===== config.mk =====
export PLATFORM = sky130hd
export DESIGN_NAME = tcdf_div
export DESIGN_NICKNAME = d
export VERILOG_FILES = /design/src/hdl/tcdf_pkg.sv /design/src/hdl/tcdf_div.sv
export SDC_FILE = /design/constraint.sdc
export NUM_CORES = 1
export LEC_CHECK = 0
export BUFFER_PORTS_ARGS = -buffer_cell sky130_fd_sc_hd__buf_2
export CAP_MARGIN = 0
export CORE_ASPECT_RATIO = 2
export CORE_MARGIN = 4
export CORE_UTILIZATION = 55
export CTS_CLUSTER_DIAMETER = 200
export DETAILED_ROUTE_END_ITERATION = 10
export PLACE_DENSITY = 0.89
export RECOVER_POWER = 100
export SLEW_MARGIN = 40
export SYNTH_ARGS = -nofsm -noshare
export SYNTH_HDL_FRONTEND = slang
export SYNTH_SLANG_ARGS = --single-unit

===== constraint.sdc =====
create_clock -name clk -period 5.3 [get_ports clk]
set_input_delay 0.265 -clock clk [delete_from_list [all_inputs] [get_ports clk]]
set_output_delay 0.265 -clock clk [all_outputs]
set_load 0.05 [all_outputs]

===== src/hdl/tcdf_pkg.sv =====
// shared types and constants for the tabulated cdf inverse sampler
package tcdf_pkg;

  localparam int DATA_W     = 32;
  localparam int PROD_W     = 2 * DATA_W;
  localparam int IDX_W      = 12;
  localparam int ENTRIES_W  = 13;
  localparam int U_W        = 31;
  localparam int DIV_CNT_W  = $clog2(DATA_W);

  localparam logic [ENTRIES_W-1:0] ENTRIES_RESET = 13'd4096;

  localparam logic OP_LOAD = 1'b0;
  localparam logic OP_DRAW = 1'b1;

  typedef struct packed {
    logic              opcode;
    logic [IDX_W-1:0]  entry_index;
    logic [DATA_W-1:0] grid_value;
    logic [DATA_W-1:0] cdf_value;
    logic [U_W-1:0]    uniform_draw;
  } req_t;

  typedef struct packed {
    logic [DATA_W-1:0] sample_value;
    logic [IDX_W-1:0]  bracket_index;
    logic              overrun;
  } rsp_t;

  typedef struct packed {
    logic [DATA_W-1:0] grid;
    logic [DATA_W-1:0] cdf;
  } entry_t;

  typedef struct packed {
    logic busy;
    logic done;
    logic rem_nonzero;
  } div_status_t;

  typedef enum logic [3:0] {
    ST_IDLE,
    ST_SEARCH,
    ST_PROBE,
    ST_FETCH_HI,
    ST_FETCH_LO,
    ST_SETUP,
    ST_MUL,
    ST_DIV_GO,
    ST_DIV,
    ST_EMIT
  } state_t;

endpackage


===== src/hdl/tcdf_div.sv =====
// radix-2 restoring divider, 64-bit dividend whose quotient fits in 32 bits
module tcdf_div (
  input  logic                           clk,
  input  logic                           rst,
  input  logic                           start,
  input  logic [tcdf_pkg::PROD_W-1:0]    dividend,
  input  logic [tcdf_pkg::DATA_W-1:0]    divisor,
  output logic [tcdf_pkg::DATA_W-1:0]    quotient,
  output tcdf_pkg::div_status_t          status
);

  localparam int W = tcdf_pkg::DATA_W;
  localparam logic [tcdf_pkg::DIV_CNT_W-1:0] LAST_STEP =
    tcdf_pkg::DIV_CNT_W'(tcdf_pkg::DATA_W - 1);

  // upper half holds the partial remainder, lower half the dividend bits then quotient bits
  logic [tcdf_pkg::PROD_W-1:0]    acc;
  logic [tcdf_pkg::PROD_W-1:0]    acc_next;
  logic [tcdf_pkg::DIV_CNT_W-1:0] cnt;
  logic                           busy;
  logic                           done;
  logic [W:0]                     trial;
  logic [W:0]                     diff;
  logic                           ge;

  always_comb begin
    trial    = acc[2*W-1:W-1];
    diff     = trial - {1'b0, divisor};
    ge       = (trial >= {1'b0, divisor});
    acc_next = {(ge ? diff[W-1:0] : trial[W-1:0]), acc[W-2:0], ge};
  end

  always_ff @(posedge clk) begin
    if (rst) begin
      busy <= 1'b0;
      done <= 1'b0;
    end else begin
      done <= 1'b0;
      if (start) begin
        busy <= 1'b1;
      end else if (busy && cnt == LAST_STEP) begin
        busy <= 1'b0;
        done <= 1'b1;
      end
    end
  end

  always_ff @(posedge clk) begin
    if (start) begin
      acc <= dividend;
      cnt <= '0;
    end else if (busy) begin
      acc <= acc_next;
      cnt <= cnt + 1'b1;
    end
  end

  assign quotient           = acc[W-1:0];
  assign status.busy        = busy;
  assign status.done        = done;
  assign status.rem_nonzero = (acc[2*W-1:W] != '0);

`ifndef NO_ASSERTIONS
  a_done_after_busy: assert property (@(posedge clk) disable iff (rst)
    done |-> $past(busy))
    else $error("divider done without a preceding step");

  a_no_restart: assert property (@(posedge clk) disable iff (rst)
    start |-> !busy)
    else $error("divider restarted while busy");

  a_last_step_done: assert property (@(posedge clk) disable iff (rst)
    (busy && !start && cnt == LAST_STEP) |=> (done && !busy))
    else $error("divider did not finish after its last step");
`endif

endmodule


# Word-level counts from Yosys, hierarchy flattened
# Index checks and enable logic that the tools add are counted.
# Widths: inputs -> output; s select.
[totals]
register_bits = 71
input_bits = 99
out_inout_bits = 35
[classes]
n_addsub = 2
magnitude_cmp = 1
eq_ne = 1
muxes = 6
n_reduce_logical = 5
[ops]
columns = ["op", "count"]
rows = [
  ["$mux 64", 2],
  ["$ge 33x32->1", 1],
  ["$mux 32", 1],
  ["$reduce_bool 32->1", 1],
  ["$sub 32x32->32", 1],
  ["$add 5x1->5 const B", 1],
  ["$eq 5x5->1 const B", 1],
  ["$reduce_bool 2->1", 2],
  ["$mux 1", 3],
  ["$reduce_or 2->1", 1],
  ["$logic_and 1x1->1", 1],
]

# Depth between registers and ports, before layout
# Gate-level depths: netlist of the first run.
[depth]
word_depth = 4
mapped_depth = 13

# Least setup slack after synthesis of the first run
# No wires, ideal clock.
[synth_timing]
path_kind = "reg-to-reg"
startpoint = "register acc[40] (netlist name)"
endpoint = "register acc[39] (netlist name) (data pin)"
arrival_ns = 2.761
required_ns = 5.040
slack_ns = 2.279
stages_incl_launch_ff = 12
period_less_slack_ns = 3.021
cell_sequence = "edfxtp_1 ha_1 buf_2 and3_1 nand3_1 or4_1 o21ai_2 a21oi_2 o21ai_4 buf_6 mux2_4 mux2_2"
[synth_via]
elab_chain_cells = 4
[synth_lines]
columns = ["element", "line", "text"]
rows = [
  ["from (decl)", "tcdf_div.sv:17", "logic [tcdf_pkg::PROD_W-1:0] acc;"],
  ["from (signal assigned)", "tcdf_div.sv:50", "acc <= dividend;"],
  ["from (signal assigned)", "tcdf_div.sv:53", "acc <= acc_next;"],
  ["$ge 33x32->1", "tcdf_div.sv:29", "ge = (trial >= {1'b0, divisor});"],
  ["$mux 32", "tcdf_div.sv:30", "acc_next = {(ge ? diff[W-1:0] : trial[W-1:0]), acc[W-2:0], ge};"],
  ["$mux 64", "tcdf_div.sv:52", "end else if (busy) begin"],
  ["$mux 64", "tcdf_div.sv:49", "if (start) begin"],
]
# No other way between the ends. The select of a mux whose other input is x is not followed.
# A chain may end at the register's enable or synchronous reset.

# Worst setup path after layout of the first run
[layout_timing]
startpoint = "register acc[41] (netlist name)"
endpoint = "register acc[49] (netlist name) (data pin)"
[layout_via]
elab_chain_cells = 4
word_cells_on_any_way = 5
cone_classes = "1 x add/sub; 1 x order compare; 3 x mux"
[layout_lines]
columns = ["element", "line"]
rows = [
  ["$sub 32x32->32 or $ge 33x32->1 (tied branches)", "tcdf_div.sv:28, tcdf_div.sv:29"],
  ["$mux 32 *", "tcdf_div.sv:30"],
  ["$mux 64 *", "tcdf_div.sv:52"],
  ["$mux 64 *", "tcdf_div.sv:49"],
]
# Every way passes the cells marked *; elsewhere a longest branch is shown, timed or not. The select of a mux whose other input is x is not followed.

==> results.toml, run 1 <==
[pwr]
p_leak_uw = 0.002786
ir_worst_vdd_v = 0.0002859
power_density_mw_per_mm2 = 426.5

[synthesis]
synth_edf_count = 64
syn-num-nets = 695
synth.largest_area_cell = "edfxtp_1"
syn-instance-count = 561
ys_warn_count = 0
avgSynthCellArea_um2 = 10.30
ys_ff_latch = 71
ys.flop_type = "edfxtp_1"
synthesis.area_mm2 = 0.005776
async_flop_share_pct = 0
ys_top_cells_by_area = "edfxtp_1 (33%), mux2_2 (9.9%), ha_1 (7.4%)"
yosysSeqAreaShare_pct = 35.70
ys_types = 71
synth.top_cell.area_share_pct = 33.28

[layout]
layout.area.seq_mm2 = 0.002062
num-fill-cells = 885
multi_input_area_mm2 = 0.003119
drive_gt1_share_pct = 29.62
fin_nets = 784
layout_commonest_cell = "buf_2"
areaGrowthSynthToFinish_pct = 12.05
diodes = 0
final_cell_mix = "buf_2 (97), edfxtp_1 (64), mux2_2 (50)"

[critical_path]
critPathSlowestCell = "o21ai_0"
arrival_ns = 4.42
cp_common_cell = "buf_8"
crit_path_start_kind = "register"
crit_family = "compound AO/OA/AOI/OAI gates"
critPathCaptureType = "register"
path_buf_inv = 2
cp.required_ns = 5.39
crit_fanout = 14
slowest_delay_ns = 1.12
path_class = "register to register"
path_cells = "ha_1 > a21o_1 > o22ai_1 > nor3_1 > o2111ai_2 > a31o_4 > o21ai_0 > buf_8 > buf_8 > mux2_4 > mux2_2"

[timing]
drv_slew = 50
setup_slack_ns = 0.9736
skew_ns = 0.01258
fmax_mhz = 231.1
slew_headroom_pct = -66.02
setup_tns_ns = 0
rsz0062_at_grt = "false"
worstMarginPinSlew_ns = 2.490
period_minus_slack_ns = 4.326
fin_crit_sh_pct = 81.63
finalSetupViolCount = 0
hold_viol = 0

[global_route]
grt.overflow.total = 0
antenna_found_initial = 0
grt_pass1_wl_um = 23470
grt_use_total_pct = 24.42
grt_pass1_vias = 5012
grt_start_max_net_pins = 51

[cts]
cts_tree = "yes"
cts-root-buf = "clkbuf_16"
holdBufCountCts = 0
cts_made_buffers = 9
cts-resized-gates = 0
cts.path.max_buffers = 2
cts-htree-levels = 3
clk_pin_slew_worst_paths_ns = 0.07
clkLatencyLatePin_ns = 0.34
post_cts_buffers = 0
cts.sinks = 71

[drt]
drc = 0
vias = 4594
dr.pass1.iters = 4
avgViaCountPerCell = 5.815
ant_nets = 0
wire_per_inst_um = 18.39
drt_iter0_markers = 260
finalWirelength_um = 14530

[floorplanning]
die_h_um = 152.9
die_w_um = 80.46
row_count = 52
io_pins = 134
core_mm2 = 0.01021
die_area_mm2 = 0.01230
initial_core_util_pct = 56.54

[place]
pre_cts_ws_ns = 1.782
dpl.hpwl_um = 11590
io_buffers = 133
gp_congestion = 0.9425

[outcome]
status = "finished, violations left"
violations = "capacitance limit, slew limit"

[run]
maxCapViolations = 1

[min_path]
hp-class = "input pin to register"
==> flip-flops by register name, summed over array words and instances (netlist names) <==
register	count
busy	1
done	1
cnt	5
acc	64
==> layout make-up <==
class                           count  share of cell area (%)
Multi-Input combinational cell    387                   48.20
Clock buffer                        9                   3.480
Sequential cell                    71                   31.86
Tap cell                          135                   2.610
Clock inverter                      7                  0.9474
Timing Repair Buffer              138                   10.40
Inverter                           43                   2.494
==> layer usage <==
layer  vias up  share of wire [%]  track usage (%)
met5         -                  0                0
met3        56                5.2            5.006
met1      2131                 33            23.86
met2       165                 56            44.98
met4         0                5.4            14.83
li1       2242                  -                -
==> path summary, 6_finish.rpt <==
check	depth (start not counted)	slack, ns	start	to
hold reg to reg	2	0.51	cnt[4]	cnt[4]
setup / recovery	11	0.97	acc[41]	acc[49]
hold / removal	2	0.10	rst	busy
setup reg to reg	11	0.97	acc[41]	acc[49]
==> power by group <==
part	switching, uW	leakage (uW)	internal (uW)	total [uW]
sequential	86.0	0.000700	750	836
combinational	750	0.00195	582	1330
clock	266	0.000135	326	592
==> synthesized netlist by cell type (5+ instances only) <==
cell and instances:
o21bai_1 5, nor4_1 10, xor2_1 11, nand3_1 15, nor3_1 6, nor2_1 20
o211ai_1 7, a21o_1 14, buf_6 5, nand4_1 8, mux2i_1 10, nor2b_1 10
mux2_4 10, buf_4 34, inv_1 43, mux2_2 51, dfxtp_1 7, nand2_1 26
a21oi_1 34, and3_1 7, ha_1 34, o21ai_0 14, o21a_1 7, xnor2_1 15
edfxtp_1 64, clkbuf_1 15
==> stage by stage <==
| step | std cells | utilization [%] | power, uW | instance area, um^2 | hold slack (ns) |
|---|---|---|---|---|---|
| floorplan | 561 | - | 1923 | 5776 | 0.3374 |
| global placement | 772 | 61.07 | 2141 | 6238 | 0.4371 |
| detailed placement | 774 | 61.37 | 2194 | 6269 | 0.4472 |
| CTS | 790 | 64.17 | 2790 | 6555 | 0.09299 |
| global route | 790 | 63.35 | 2922 | 6471 | 0.1054 |
| finish | 790 | 63.35 | 2760 | 6471 | 0.1017 |
==> logic make-up (layout without fill, tap and decap cells) <==
group / Yosys count / count (layout) / synth area share (%)
adders and majority gates: 35 / 35 / 7.712
xor gates and xnor gates: 26 / 26 / 3.943
DFF: 71 / 71 / 35.70
and+or+nand+nor: 129 / 129 / 12.52
muxes: 71 / 71 / 14.28
AOI/OAI and AO/OA: 126 / 126 / 16.18
buffers and inverters: 103 / 197 / 9.662
Power figures use the tool's default switching activity.
==> run 2, diff against run 1 <==
==> constraint.sdc (replaced) <==
create_clock -name clk -period 4.3 [get_ports clk]
set_input_delay 0.215 -clock clk [delete_from_list [all_inputs] [get_ports clk]]
set_output_delay 0.215 -clock clk [all_outputs]
set_load 0.05 [all_outputs]
==> run 2 against run 1 <==
Net effect:
- the run still ends with capacitance limit, slew limit left
- clock skew is 0.0015 ns lower
- combinational power is 23% higher
- fmax is 18% higher
- sequential share of layout area is 0.19 points higher
- count of clock-buffer cells in the layout stayed put
- via count is 2.7% higher
==> results.toml, run 2 (same netlist as run 1, synthesis figures left out) <==
[global_route]
use_met3_pct = 5.889
grt_use_met2_pct = 47.35
grt_start_max_net_pins = 51
grt_use_total_pct = 24.91
grt.overflow.total = 0
antenna_found_initial = 1
grt_pass1_wl_um = 24040
grt_pass1_vias = 5180
gr-usage-met1_pct = 23.29
busiest_layer = "met2"

[min_path]
hp-class = "input pin to register"
hold_depth = 2
holdPathEnd = "busy"
hp-start = "rst"

[layout]
top_register = "acc"
reg.largest.list = "acc x64, cnt x5"
drive_gt1_share_pct = 28.85
layout_commonest_cell = "buf_2"
final_cell_mix = "buf_2 (97), edfxtp_1 (64), mux2_2 (50)"
fin_nets = 784
largest_register_ffs = 64
diodes = 0
areaGrowthSynthToFinish_pct = 11.37

[timing]
setup_tns_ns = 0
skew_ns = 0.01104
hold_viol = 0
rsz0062_at_grt = "false"
hold-worst-slack_ns = 0.05276
fin_crit_sh_pct = 85.60
fmax_mhz = 271.7
finalSetupViolCount = 0
worstMarginPinSlew_ns = 2.468
drv_slew = 51
slew_headroom_pct = -64.53
period_minus_slack_ns = 3.681

[drt]
drt_iter0_markers = 278
wire_per_inst_um = 18.91
ant_nets = 0
vias = 4716
drc = 0
finalWirelength_um = 14940
dr.pass1.iters = 5
avgViaCountPerCell = 5.970

[place]
io_buffers = 133
gp_congestion = 0.9261
dpl.hpwl_um = 11780

[cts]
cts.path.max_buffers = 2
post_cts_buffers = 0
cts_tree = "yes"
clk_pin_slew_worst_paths_ns = 0.07
cts-htree-levels = 3
cts_made_buffers = 9
holdBufCountCts = 0
cts-root-buf = "clkbuf_16"
cts-resized-gates = 0
clkLatencyLatePin_ns = 0.34
cts.sinks = 71

[critical_path]
critPathCaptureType = "register"
startpoint = "acc[39]"
cp.required_ns = 4.39
ff2ff_path_depth = 10
arrival_ns = 3.77
timing.rr.start = "acc[39]"
timing.rr.end = "acc[53]"
path_class = "register to register"
crit_fanout = 11
crit_path_start_kind = "register"
r2r_slack_ns = 0.62

[outcome]
violations = "capacitance limit, slew limit"
status = "finished, violations left"

[floorplanning]
die_w_um = 80.46
die_h_um = 152.9
initial_core_util_pct = 56.54
row_count = 52
io_pins = 134
die_area_mm2 = 0.01230
core_mm2 = 0.01021

[pwr]
power_density_mw_per_mm2 = 526.9
seq_power_share_pct = 30.4
p_int_uw = 2007
p_switching_uw = 1382
power_frac_clock_pct = 21.5
p_sw_share_pct = 40.77
ir_worst_vdd_v = 0.0003187
p_comb_share_pct = 48.0
p_leak_uw = 0.002748

[run]
maxCapViolations = 1
==> run 2: changes by cell type in the layout (fill, tap and decap cells not counted), sizes merged <==
cell and change:
buf -2, clkbuf +2, clkinv -1, clkinvlp +1
==> run 2: routing by layer <==
layer | up-vias | part of all wire (%)
li1 | 2242 | -
met2 | 191 | 57
met3 | 51 | 6.0
met1 | 2230 | 33
met4 | 2 | 4.3
met5 | - | 0.087
==> run 2: final cells by class <==
class | count | area [um^2]
multi-input cells | 387 | 3099
fillers | 861 | 3782
repair buffers | 138 | 653.1
inverters | 43 | 161.4
clock inverters | 7 | 62.56
flip-flops and latches | 71 | 2062
clock buffers | 9 | 225.2
well taps | 135 | 168.9
==> run 2: stage by stage <==
| stage | cells | utilization [%] | cell area (um^2) | total power, uW | worst slack [ns] |
|---|---|---|---|---|---|
| 6_report | 790 | 62.97 | 6432 | 3389 | 0.6191 |
| 5_1_grt | 790 | 62.97 | 6432 | 3586 | 0.3069 |
| 4_1_cts | 790 | 64.04 | 6541 | 3454 | 0.7937 |
| 3_5_place_dp | 774 | 61.22 | 6254 | 2711 | 0.8029 |
| 3_3_place_gp | 774 | 61.22 | 6254 | 2659 | 0.9289 |
| 2_1_floorplan | 561 | - | 5776 | 2370 | 1.279 |
==> run 2: worst max-delay path, cell delays in order, from the launching register on <==
cell       delay [ns]
edfxtp_1         0.43
ha_1             0.41
and2_2           0.22
nand4_1          0.10
o211ai_1         0.41
o2111ai_1        0.25
a31o_4           0.33
o21ai_4          0.40
buf_4            0.26
mux2_1           0.34
mux2_2           0.27
==> run 2: how the worst max path moves through the flow <==
stage	slack, ns	cells after the start	to
CTS	0.79	11	acc[56]
global placement	0.93	10	acc[50]
finish	0.62	10	acc[53]
global route	0.31	11	acc[62]
floorplan	1.28	11	acc[39]
detailed placement	0.80	11	acc[56]
==> run 2: power groups by stage <==
stage	registers [uW]	clock network, uW	logic, uW
after global routing	1050	772	1770
after detailed placement	1040	0	1670
after floorplan	999	0	1370
after global placement	1040	0	1620
after CTS	1030	742	1680
final	1030	730	1630
